$ cat config.mk
export PLATFORM = sky130hd
export DESIGN_NAME = bounded_ordered_set_table_core
export DESIGN_NICKNAME = d
export VERILOG_FILES = /design/src/rtl/bost_pkg.sv /design/src/rtl/bost_ram.sv /design/src/rtl/bost_ctrl.sv /design/src/rtl/bost_dp.sv /design/src/rtl/bounded_ordered_set_table_core.sv
export SDC_FILE = /design/constraint.sdc
export NUM_CORES = 1
export LEC_CHECK = 0
export BUFFER_PORTS_ARGS = -buffer_cell sky130_fd_sc_hd__clkbuf_2
export CAP_MARGIN = 20
export CORE_MARGIN = 4
export CORE_UTILIZATION = 35
export CTS_BUF_LIST = sky130_fd_sc_hd__clkbuf_8
export DETAILED_ROUTE_END_ITERATION = 10
export PLACE_DENSITY = 0.58
export SLEW_MARGIN = 5
export SYNTH_ARGS = -nofsm -noshare
export SYNTH_HDL_FRONTEND = slang
export SYNTH_HIERARCHICAL = 1
export SYNTH_SLANG_ARGS = --single-unit
$ cat constraint.sdc
create_clock -name clock -period 8.77 [get_ports clock]
set_input_delay 1.754 -clock clock [delete_from_list [all_inputs] [get_ports clock]]
set_output_delay 1.754 -clock clock [all_outputs]
set_load 0.02 [all_outputs]
$ cat src/rtl/bost_pkg.sv
// Shared types and codes for the bounded ordered set table.
package bost_pkg;

   localparam logic [1:0] CMD_ADD    = 2'd0;
   localparam logic [1:0] CMD_REMOVE = 2'd1;
   localparam logic [1:0] CMD_FIND   = 2'd2;
   localparam logic [1:0] CMD_READ   = 2'd3;

   localparam logic [2:0] ST_OK        = 3'd0;
   localparam logic [2:0] ST_FULL      = 3'd1;
   localparam logic [2:0] ST_EMPTY     = 3'd2;
   localparam logic [2:0] ST_NOT_FOUND = 3'd3;
   localparam logic [2:0] ST_BAD_INDEX = 3'd4;

   typedef struct packed {
      logic [1:0]  cmd;
      logic [31:0] value;
      logic [3:0]  index;
   } req_type;

   typedef struct packed {
      logic [2:0]  status;
      logic [3:0]  position;
      logic [31:0] read_value;
      logic [4:0]  entry_count;
      logic        is_full;
      logic        is_empty;
   } rsp_type;

   typedef struct packed {
      logic       capture;
      logic       add_write;
      logic       read_issue;
      logic       scan_start;
      logic       scan_step;
      logic       shift_start;
      logic       shift_step;
      logic       count_dec;
      logic       respond;
      logic [2:0] rsp_status;
      logic       rsp_pos_count;
      logic       rsp_pos_hit;
      logic       rsp_read_data;
   } ctl_cmd_type;

   typedef struct packed {
      logic [1:0] req_cmd;
      logic       full;
      logic       empty;
      logic       idx_ok;
      logic       scan_hit;
      logic       scan_miss;
      logic       shift_done;
   } dp_status_type;

endpackage

$ cat src/rtl/bost_ram.sv
// Generic single-write, single-read RAM with a registered read port.
module bost_ram #(
   parameter int WIDTH = 32,
   parameter int DEPTH = 16,
   localparam int AddrW = (DEPTH > 1) ? $clog2(DEPTH) : 1
) (
   input  logic             clock,
   input  logic             wr_en,
   input  logic [AddrW-1:0] wr_addr,
   input  logic [WIDTH-1:0] wr_data,
   input  logic [AddrW-1:0] rd_addr,
   output logic [WIDTH-1:0] rd_data
);

   logic [WIDTH-1:0] mem_ff [DEPTH];
   logic [WIDTH-1:0] rd_data_ff;

   always_ff @(posedge clock) begin
      if (wr_en) begin
         mem_ff[wr_addr] <= wr_data;
      end
      rd_data_ff <= mem_ff[rd_addr];
   end

   assign rd_data = rd_data_ff;

endmodule

$ cat src/rtl/bost_ctrl.sv
// Command sequencer for the bounded ordered set table.
module bost_ctrl (
   input  logic                    clock,
   input  logic                    reset,
   input  logic                    start,
   output logic                    busy,
   input  bost_pkg::dp_status_type dp_status,
   output bost_pkg::ctl_cmd_type   ctl_cmd
);
   import bost_pkg::*;

   localparam logic [2:0] S_IDLE  = 3'd0;
   localparam logic [2:0] S_EXEC  = 3'd1;
   localparam logic [2:0] S_READ  = 3'd2;
   localparam logic [2:0] S_SCAN  = 3'd3;
   localparam logic [2:0] S_SHIFT = 3'd4;

   logic [2:0] state_ff;
   logic [2:0] state_in;

   always_comb begin
      state_in = state_ff;
      ctl_cmd  = '0;
      ctl_cmd.rsp_status = ST_OK;
      unique case (state_ff)
         S_IDLE: begin
            if (start) begin
               ctl_cmd.capture = 1'b1;
               state_in = S_EXEC;
            end
         end
         S_EXEC: begin
            unique case (dp_status.req_cmd)
               CMD_ADD: begin
                  ctl_cmd.respond = 1'b1;
                  state_in = S_IDLE;
                  if (dp_status.full) begin
                     ctl_cmd.rsp_status = ST_FULL;
                  end else begin
                     ctl_cmd.add_write     = 1'b1;
                     ctl_cmd.rsp_pos_count = 1'b1;
                  end
               end
               CMD_REMOVE: begin
                  if (dp_status.empty) begin
                     ctl_cmd.respond    = 1'b1;
                     ctl_cmd.rsp_status = ST_EMPTY;
                     state_in = S_IDLE;
                  end else begin
                     ctl_cmd.scan_start = 1'b1;
                     state_in = S_SCAN;
                  end
               end
               CMD_FIND: begin
                  ctl_cmd.scan_start = 1'b1;
                  state_in = S_SCAN;
               end
               CMD_READ: begin
                  if (dp_status.idx_ok) begin
                     ctl_cmd.read_issue = 1'b1;
                     state_in = S_READ;
                  end else begin
                     ctl_cmd.respond    = 1'b1;
                     ctl_cmd.rsp_status = ST_BAD_INDEX;
                     state_in = S_IDLE;
                  end
               end
               default: state_in = S_IDLE;
            endcase
         end
         S_READ: begin
            ctl_cmd.respond       = 1'b1;
            ctl_cmd.rsp_read_data = 1'b1;
            state_in = S_IDLE;
         end
         S_SCAN: begin
            ctl_cmd.scan_step = 1'b1;
            if (dp_status.scan_hit) begin
               if (dp_status.req_cmd == CMD_REMOVE) begin
                  ctl_cmd.shift_start = 1'b1;
                  state_in = S_SHIFT;
               end else begin
                  ctl_cmd.respond     = 1'b1;
                  ctl_cmd.rsp_pos_hit = 1'b1;
                  state_in = S_IDLE;
               end
            end else if (dp_status.scan_miss) begin
               ctl_cmd.respond    = 1'b1;
               ctl_cmd.rsp_status = ST_NOT_FOUND;
               state_in = S_IDLE;
            end
         end
         S_SHIFT: begin
            ctl_cmd.shift_step = 1'b1;
            if (dp_status.shift_done) begin
               ctl_cmd.count_dec = 1'b1;
               ctl_cmd.respond   = 1'b1;
               state_in = S_IDLE;
            end
         end
         default: state_in = S_IDLE;
      endcase
   end

   always_ff @(posedge clock) begin
      if (reset) begin
         state_ff <= S_IDLE;
      end else begin
         state_ff <= state_in;
      end
   end

   assign busy = (state_ff != S_IDLE);

endmodule

$ cat src/rtl/bost_dp.sv
// Datapath of the bounded ordered set table: entry store, count, scan and shift pointers.
module bost_dp #(
   parameter int MAX_ENTRIES = 16,
   parameter int VALUE_WIDTH = 32
) (
   input  logic                    clock,
   input  logic                    reset,
   input  bost_pkg::req_type       req_payload,
   input  bost_pkg::ctl_cmd_type   ctl_cmd,
   output bost_pkg::dp_status_type dp_status,
   output logic                    rsp_strobe,
   output bost_pkg::rsp_type       rsp_payload
);
   import bost_pkg::*;

   localparam int AW   = (MAX_ENTRIES > 1) ? $clog2(MAX_ENTRIES) : 1;
   localparam int CW   = $clog2(MAX_ENTRIES + 1);
   localparam int IdxW = AW + 4;
   localparam int PosW = CW + 4;

   logic [1:0]             cmd_ff, cmd_in;
   logic [VALUE_WIDTH-1:0] key_ff, key_in;
   logic [3:0]             idx_ff, idx_in;
   logic [CW-1:0]          count_ff, count_in;
   logic [CW-1:0]          rd_ptr_ff, rd_ptr_in;
   logic [CW-1:0]          ptr_dec;
   logic                   cmp_valid_ff, cmp_valid_in;
   logic [AW-1:0]          cmp_idx_ff, cmp_idx_in;
   logic                   wr_pend_ff, wr_pend_in;
   logic [AW-1:0]          wr_addr_ff, wr_addr_in;
   logic                   rsp_valid_ff;
   rsp_type                rsp_ff, rsp_in;

   logic [63:0]            val_wide;
   logic [IdxW-1:0]        idx_ext;
   logic                   more;
   logic                   issue;

   logic                   ram_wr_en;
   logic [AW-1:0]          ram_wr_addr;
   logic [VALUE_WIDTH-1:0] ram_wr_data;
   logic [AW-1:0]          ram_rd_addr;
   logic [VALUE_WIDTH-1:0] ram_rd_data;

   logic [PosW-1:0]        pos_wide;
   logic [PosW-1:0]        cnt_wide;
   logic [63:0]            rd_wide;

   assign val_wide = 64'(req_payload.value);
   assign idx_ext  = IdxW'(idx_ff);
   assign more     = (rd_ptr_ff < count_ff);
   assign issue    = (ctl_cmd.scan_step | ctl_cmd.shift_step) & more;
   assign ptr_dec  = rd_ptr_ff - CW'(1);

   assign ram_wr_en   = ctl_cmd.add_write | (ctl_cmd.shift_step & wr_pend_ff);
   assign ram_wr_addr = ctl_cmd.add_write ? count_ff[AW-1:0] : wr_addr_ff;
   assign ram_wr_data = ctl_cmd.add_write ? key_ff : ram_rd_data;
   assign ram_rd_addr = ctl_cmd.read_issue ? idx_ext[AW-1:0] : rd_ptr_ff[AW-1:0];

   bost_ram #(
      .WIDTH (VALUE_WIDTH),
      .DEPTH (MAX_ENTRIES)
   ) u_ram (
      .clock   (clock),
      .wr_en   (ram_wr_en),
      .wr_addr (ram_wr_addr),
      .wr_data (ram_wr_data),
      .rd_addr (ram_rd_addr),
      .rd_data (ram_rd_data)
   );

   always_comb begin
      cmd_in = cmd_ff;
      key_in = key_ff;
      idx_in = idx_ff;
      if (ctl_cmd.capture) begin
         cmd_in = req_payload.cmd;
         key_in = val_wide[VALUE_WIDTH-1:0];
         idx_in = req_payload.index;
      end

      priority if (ctl_cmd.add_write) begin
         count_in = count_ff + CW'(1);
      end else if (ctl_cmd.count_dec) begin
         count_in = count_ff - CW'(1);
      end else begin
         count_in = count_ff;
      end

      priority if (ctl_cmd.scan_start) begin
         rd_ptr_in = '0;
      end else if (ctl_cmd.shift_start) begin
         rd_ptr_in = CW'(cmp_idx_ff) + CW'(1);
      end else if (issue) begin
         rd_ptr_in = rd_ptr_ff + CW'(1);
      end else begin
         rd_ptr_in = rd_ptr_ff;
      end

      cmp_valid_in = ctl_cmd.scan_step & issue & ~ctl_cmd.shift_start;
      cmp_idx_in   = (ctl_cmd.scan_step & issue) ? rd_ptr_ff[AW-1:0] : cmp_idx_ff;
      wr_pend_in   = ctl_cmd.shift_step & issue;
      wr_addr_in   = (ctl_cmd.shift_step & issue) ? ptr_dec[AW-1:0] : wr_addr_ff;
   end

   always_comb begin
      pos_wide = '0;
      if (ctl_cmd.rsp_pos_count) begin
         pos_wide = PosW'(count_ff);
      end else if (ctl_cmd.rsp_pos_hit) begin
         pos_wide = PosW'(cmp_idx_ff);
      end
      rd_wide  = ctl_cmd.rsp_read_data ? 64'(ram_rd_data) : 64'(0);
      cnt_wide = PosW'(count_in);

      rsp_in.status      = ctl_cmd.rsp_status;
      rsp_in.position    = pos_wide[3:0];
      rsp_in.read_value  = rd_wide[31:0];
      rsp_in.entry_count = cnt_wide[4:0];
      rsp_in.is_full     = (count_in == CW'(MAX_ENTRIES));
      rsp_in.is_empty    = (count_in == '0);
   end

   always_ff @(posedge clock) begin
      if (reset) begin
         count_ff     <= '0;
         cmp_valid_ff <= 1'b0;
         wr_pend_ff   <= 1'b0;
         rsp_valid_ff <= 1'b0;
      end else begin
         count_ff     <= count_in;
         cmp_valid_ff <= cmp_valid_in;
         wr_pend_ff   <= wr_pend_in;
         rsp_valid_ff <= ctl_cmd.respond;
      end
   end

   always_ff @(posedge clock) begin
      cmd_ff     <= cmd_in;
      key_ff     <= key_in;
      idx_ff     <= idx_in;
      rd_ptr_ff  <= rd_ptr_in;
      cmp_idx_ff <= cmp_idx_in;
      wr_addr_ff <= wr_addr_in;
      if (ctl_cmd.respond) begin
         rsp_ff <= rsp_in;
      end
   end

   assign dp_status.req_cmd    = cmd_ff;
   assign dp_status.full       = (count_ff == CW'(MAX_ENTRIES));
   assign dp_status.empty      = (count_ff == '0);
   assign dp_status.idx_ok     = (32'(idx_ff) < 32'(count_ff));
   assign dp_status.scan_hit   = cmp_valid_ff && (ram_rd_data == key_ff);
   assign dp_status.scan_miss  = !cmp_valid_ff && !more;
   assign dp_status.shift_done = !wr_pend_ff && !more;

   assign rsp_strobe  = rsp_valid_ff;
   assign rsp_payload = rsp_ff;

endmodule

$ cat src/rtl/bounded_ordered_set_table_core.sv
// Bounded ordered set table: packed value list with add, remove, find and indexed read.
//
// A command beat is taken at a rising edge where start is high and busy is low;
// req_payload carries cmd, value and index. Exactly one result beat follows on
// rsp_payload, marked by rsp_strobe for a single cycle. The receiver cannot hold
// a result off, and the block takes no new beat until the result has appeared.
// Add and every rejected command respond from the execute state; a good read
// responds from the read state after the RAM access. Find and remove walk the
// stored entries through the single read port of the entry RAM, one entry per
// cycle, stopping at the first match or at the entry count; remove then adds a
// shift pass that moves each entry behind the match down by one, one per cycle.
// Reset empties the table by clearing the count; the RAM is not cleared, since
// only slots below the count are ever read.
module bounded_ordered_set_table_core #(
   parameter int MAX_ENTRIES = 16,
   parameter int VALUE_WIDTH = 32
) (
   input  logic              clock,
   input  logic              reset,
   input  logic              start,
   output logic              busy,
   input  bost_pkg::req_type req_payload,
   output logic              rsp_strobe,
   output bost_pkg::rsp_type rsp_payload
);
   import bost_pkg::*;

   ctl_cmd_type   ctl_cmd;
   dp_status_type dp_status;

   bost_ctrl u_ctrl (
      .clock     (clock),
      .reset     (reset),
      .start     (start),
      .busy      (busy),
      .dp_status (dp_status),
      .ctl_cmd   (ctl_cmd)
   );

   bost_dp #(
      .MAX_ENTRIES (MAX_ENTRIES),
      .VALUE_WIDTH (VALUE_WIDTH)
   ) u_dp (
      .clock       (clock),
      .reset       (reset),
      .req_payload (req_payload),
      .ctl_cmd     (ctl_cmd),
      .dp_status   (dp_status),
      .rsp_strobe  (rsp_strobe),
      .rsp_payload (rsp_payload)
   );

`ifndef SYNTH
   a_strobe_idle: assert property (@(posedge clock) disable iff (reset)
      rsp_strobe |-> !busy)
      else $error("Result beat while a command is still in progress.");

   a_single_beat: assert property (@(posedge clock) disable iff (reset)
      rsp_strobe |=> !rsp_strobe)
      else $error("Two result beats in a row.");

   a_full_flag: assert property (@(posedge clock) disable iff (reset)
      rsp_strobe && (rsp_payload.status == ST_FULL) |-> rsp_payload.is_full)
      else $error("Full status without the full flag.");

   a_add_room: assert property (@(posedge clock) disable iff (reset)
      ctl_cmd.add_write |-> !dp_status.full)
      else $error("Entry written while the table is full.");
`endif

endmodule
== Word level (Yosys, flattened, before mapping) ==
Memories as Yosys holds them, arrays and structs flattened. A register that Yosys moved wholly into a read port is not among the register bits.
Index checks and enable logic that the tools add are counted.

* Register bits: 108
* RAM bits: 512
* Bits of input ports: 41
* Output and inout bits: 48
* Logic and storage cells: 107
* Memories: 1

{| class="wikitable"
|+ Memory list
! memory !! depth !! width !! rd ports !! clocked after Yosys merged registers in !! wr ports !! RTL line !! text
|-
| u_dp.u_ram.mem_ff || 16 || 32 || 1 || 1 || 1 || bost_ram.sv:15 || <nowiki>logic [WIDTH-1:0] mem_ff [DEPTH];</nowiki>
|}

* $add $sub $neg: 5
* Order comparisons: 2
* Equal/unequal tests: 13
* Mux-type cells: 48
* Bitwise logic cells: 8
* Reduce and logical (&&, ||, !) cells: 13

{| class="wikitable"
|+ Operator list
! kind !! count
|-
| $eq A32 B32 Y1 || 1
|-
| $mux W32 || 1
|-
| $mux W4 || 7
|-
| $pmux W3 S4 || 2
|-
| $mux W3 || 7
|-
| $mux W5 || 4
|-
| $mux W1 || 18
|-
| $pmux W4 S3 || 1
|-
| $add A5 B1 Y5 const B || 2
|-
| $eq A5 B5 Y1 const B || 2
|-
| $logic_not A5 Y1 || 2
|-
| $mux W2 || 5
|-
| $eq A3 B2 Y1 const B || 2
|-
| $pmux W3 S2 || 1
|-
| $add A4 B1 Y5 const B || 1
|-
| $and A1 B1 Y1 || 5
|-
| $lt A4 B5 Y1 || 1
|-
| $lt A5 B5 Y1 || 1
|-
| $sub A5 B1 Y5 const B || 1
|-
| $eq A2 B2 Y1 const B || 2
|-
| $ne A2 B2 Y1 const B || 2
|-
| $pmux W1 S4 || 1
|-
| $sub A4 B1 Y4 const B || 1
|-
| $eq A3 B1 Y1 const B || 1
|-
| 13 further kinds || 18
|}

== Depth between registers and ports, before layout ==
* Word-level depth: 9
* Depth in mapped cells: 14
* Gate-level depth less buffers: 12

== Cells and area by module ==
Netlist, hierarchy kept.

{| class="wikitable"
|+ Modules (own cells, without submodules)
! module !! times used !! cells an instance !! area an instance (sq um) !! seq. area each (sq um)
|-
| bost_ram || 1 || 838 || 19,835.3 || 16,015.4
|-
| bost_dp || 1 || 343 || 4,843.4 || 3,022.9
|-
| bost_ctrl || 1 || 60 || 440.4 || 60.1
|}

== Least setup slack after synthesis ==
Ideal clock, no wire load.

* Path kind: register to register
* Start point: register u_ctrl.state_ff[0]
* End point: memory u_dp.u_ram.mem_ff[0][0], enable pin
* Library setup time: 0.461 ns
* Arrival time: 4.962 ns
* Data required time: 8.309 ns
* Setup slack: 3.347 ns
* Stages on the path, launching flop included: 12
* Period minus slack after synthesis: 5.423 ns
* Cells stage by stage: dfxtp_1 -> buf_2 -> nor3b_1 -> nand2_1 -> nor2_1 -> buf_4 -> buf_6 -> clkbuf_1 -> clkbuf_1 -> a21o_1 -> or3b_2 -> nor3_1

{| class="wikitable"
|+ RTL lines
! what !! RTL line !! text
|-
| from (decl) || bost_ctrl.sv:18 || <nowiki>logic [2:0] state_ff;</nowiki>
|-
| from (signal assigned) || bost_ctrl.sv:109 || <nowiki>state_ff <= state_in;</nowiki>
|-
| to (decl) || bost_ram.sv:15 ||
|}

==> results.tsv <==
stage	metric	value	unit
status	outcome	complete, no violations	
cts	PostCTS Resize Cnt	0	
global_route	All-Layer GR Usage	15.9	%
cts	Sink Count	652	
global_route	largest net degree at the start of global routing	103	
final_layout	layout cell share with drive strength beyond 1	31.0	%
timing	RSZ-0062 raised after global routing	no	
yosys	Synth cell types	52	
detailed_routing	drt wl/cell	24.6	um
yosys	Mapped Avg Cell Area	20.2	um^2
timing	final period utilization	54.5	%
detailed_routing	vias per inst	5.18	
yosys	synthesized net count	1299	
global_route	global route hottest layer	met2	
die	Die Span Y	276	um
die	Initial Utilization	35.6	%
yosys	warnings from Yosys	6	
timing	final worst slack	3.99	ns
global_route	grt met3 use	3.04	%
yosys	main area contributors after synthesis	edfxtp_1 72%, mux4_2 11%, dfxtp_1 3.8%, a22oi_1 1.9%, mux2_2 1.7%	
placed_design	IO Port Bufs	88	
die	row count	97	
cts	Setup Fix Bufs, Post-CTS	0	
placed_design	RD Place Congestion	0.747	
setup_path	cells along the critical path	inv_1, ha_1, a21o_1, a21oi_1, nor2b_1, o21ai_0, and3_1, nand2_1, o21ai_4, buf_4, buf_4, mux4_2, a22oi_1, nand2_1	
final_layout	design area	29000	um^2
yosys	Post-synth EDFFs	604	
setup_path	worst reg2reg setup slack	3.99	ns
global_route	first-pass GRT wire length	87.1	mm
yosys	Async SR Flop Fraction	0	%
detailed_routing	routed wire length	60.1	mm
final_layout	Antenna Cells	0	
cts	# H-tree levels	3	
timing	post-layout min period	4.78	ns
setup_path	r2r endpoint	u_dp/u_ram/rd_data[16]	
power_and_ir_drop	pwr dens	304	nW/um^2
final_layout	most frequent cells in the layout	604 x edfxtp_1, 128 x mux4_2, 126 x clkbuf_8	
placed_design	detailed placement HPWL	30.1	mm
timing	Fin Setup TNS	0	ns
timing	Rel. slew slack	27.1	%
detailed_routing	initial drt markers	1203	
final_layout	most common cell after layout, fill and taps aside	edfxtp_1	
setup_path	Reg2Reg Depth	14	
yosys	Yosys top cell area share	72.2	%
setup_path	Worst EP arrival	5.37	ns
timing	minimum hold slack	0.552	ns
global_route	M1 GR Usage	22.3	%
yosys	sequential share of the synthesized area	76.0	%
setup_path	WS Path Type	reg2reg	
timing	Fmax achieved	209	MHz
final_layout	# nets final	1468	
timing	setup violators final	0	
detailed_routing	Pre-antenna DRT Iters	5	
cts	cts bufs inserted	106	
cts	Worst-path clk slew	0.06	ns
placed_design	Post-Place Setup Slack	3.98	ns
detailed_routing	vias	12600	
worst_hold_path	Hold Path End	u_dp/cmp_idx_ff[0]	
power_and_ir_drop	Worst VDD drop	0.163	mV
cts	Max Root-Sink Buffers	3	
setup_path	R2R Path Start	u_dp/count_ff[1]	
cts	worst skew pair latency	0.72	ns
yosys	predominant post-synthesis flop cell	edfxtp_1	
global_route	grt total ovfl	0	
yosys	Syn Std Cell Area	25100	um^2
power_and_ir_drop	Final Total Pwr	8830	uW
detailed_routing	ANT nets after route	0	
global_route	initial antenna violation count	1	
timing	Final Skew	0.0410	ns
yosys	Synth Register Bits	652	
timing	Final Max Slew Viols	0	
die	CORE AREA	70600	um^2
power_and_ir_drop	Leakage Power	0.00947	uW
global_route	vias in the first global route	12800	
timing	Worst-Margin Slew	1.09	ns
setup_path	Setup crit end kind	register	
cts	CTS tree	built	
setup_path	startpoint types	register	
detailed_routing	post-route DRC violation count	0	
yosys	area leader, netlist	edfxtp_1	
die	die area	76100	um^2
worst_hold_path	Hold Crit Class	reg2reg	
die	die width	276	um
setup_path	critical path required time	9.36	ns
setup_path	Critical Path Slowest Stage Cell	buf_4	
worst_hold_path	Hold Crit Depth	0	
timing	hold violation total from the final report	0	
cts	CTS Root Cell	clkbuf_8	
worst_hold_path	hold path start	u_dp/rd_ptr_ff[0]	
setup_path	CP max stage delay	0.98	ns
global_route	met2 usage	25.5	%
yosys	Mapped Cells	1241	
placed_design	placed instance area	26900	um^2
run	maxcap violations	0	
setup_path	Worst Path Max Fanout	69	
die	# IOs	89	
cts	hold buffers post-CTS	0	
final_layout	area delta synth->final	15.6	%
cells in the mapped netlist (2+ instances only):
cell type / n
a311oi_1: 2
mux2i_1: 5
edfxtp_1: 604
nand3_1: 5
and2_1: 36
a21boi_0: 2
a22oi_1: 64
nor2_1: 30
buf_2: 9
dfxtp_1: 48
nand2_1: 43
nor3b_1: 5
o21ai_0: 6
xnor2_1: 34
mux2_2: 38
nand3b_1: 6
nor3_1: 10
xor2_1: 7
or2_2: 2
a21o_1: 4
o31a_1: 2
buf_4: 10
nor2b_1: 12
mux4_2: 128
nand4_1: 9
inv_1: 17
and3_1: 4
buf_1: 10
o21a_1: 4
a22o_1: 3
nor4_1: 3
clkbuf_1: 25
ha_1: 17
a21oi_1: 8
buf_6: 2
or3_1: 2
nand2b_1: 9
or4_1: 2
flip-flops by register name (all words and copies together) (netlist names), 3 cells and up:
name,count
u_ctrl/state_ff,3
u_dp/cmp_idx_ff,4
u_dp/count_ff,5
u_dp/idx_ff,4
u_dp/key_ff,32
u_dp/rd_ptr_ff,5
u_dp/rsp_payload,46
u_dp/u_ram/mem_ff,512
u_dp/u_ram/rd_data,32
u_dp/wr_addr_ff,4
per-stage QoR:
stage / utilization [%] / cells
floorplan: - / 1241
global placement: 38.0 / 2241
detailed placement: 38.0 / 2241
CTS: 41.1 / 2438
global route: 41.1 / 2439
finish: 41.1 / 2439
logic make-up after synthesis:
family / synth area share (%)
flip-flops: 76.0
AND/OR/NAND/NOR: 3.86
multiplexers: 13.4
AO/OA/AOI/OAI: 3.11
buffers and inverters: 1.34
XOR/XNOR: 1.43
adder cells (fa/ha/maj): 0.847
power by group:
part / internal (uW) / total, uW / switching (uW)
Clock: 1400 / 2620 / 1210
Sequential: 4090 / 4270 / 180
Combinational: 745 / 1950 / 1200
Total: 6240 / 8830 / 2600
worst max-delay path, delay by kind of cell, from the launching register on:
kind                       cells  cell delay (ns)
AOI/OAI and AO/OA              5             0.89
adders and majority gates      1             0.29
buffers and inverters          3             1.85
DFF                            1             0.46
muxes                          1             0.43
and+or+nand+nor                4             0.70
routing by layer:
layer | up-vias | routed length, um
met3 | 94 | 3860
li1 | 5407 | -
met4 | 0 | 1280
met5 | - | 0
met2 | 437 | 28700
met1 | 6697 | 26200
layout make-up:
| cell class | instances | area [um^2] |
|---|---|---|
| tap | 940 | 1180 |
| clock inverter | 71 | 427 |
| multi-input combinational | 516 | 5860 |
| timing repair buffer | 117 | 668 |
| fill | 6232 | 41600 |
| sequential | 652 | 19100 |
| inverter | 17 | 63.8 |
| clock buffer | 126 | 1730 |
worst max path at each step:
stage	startpoint	end	slack, ns
global route	u_dp/count_ff[1]	u_dp/u_ram/rd_data[16]	3.61
CTS	u_dp/key_ff[16]	u_dp/rsp_payload[7]	3.96
global placement	u_dp/count_ff[1]	u_dp/u_ram/rd_data[16]	4.00
finish	u_dp/count_ff[1]	u_dp/u_ram/rd_data[16]	3.99
floorplan	u_ctrl/state_ff[0]	u_dp/u_ram/mem_ff[0][0]	3.35
detailed placement	u_dp/count_ff[1]	u_dp/u_ram/rd_data[16]	3.98
(Power assumes the default switching activity.)
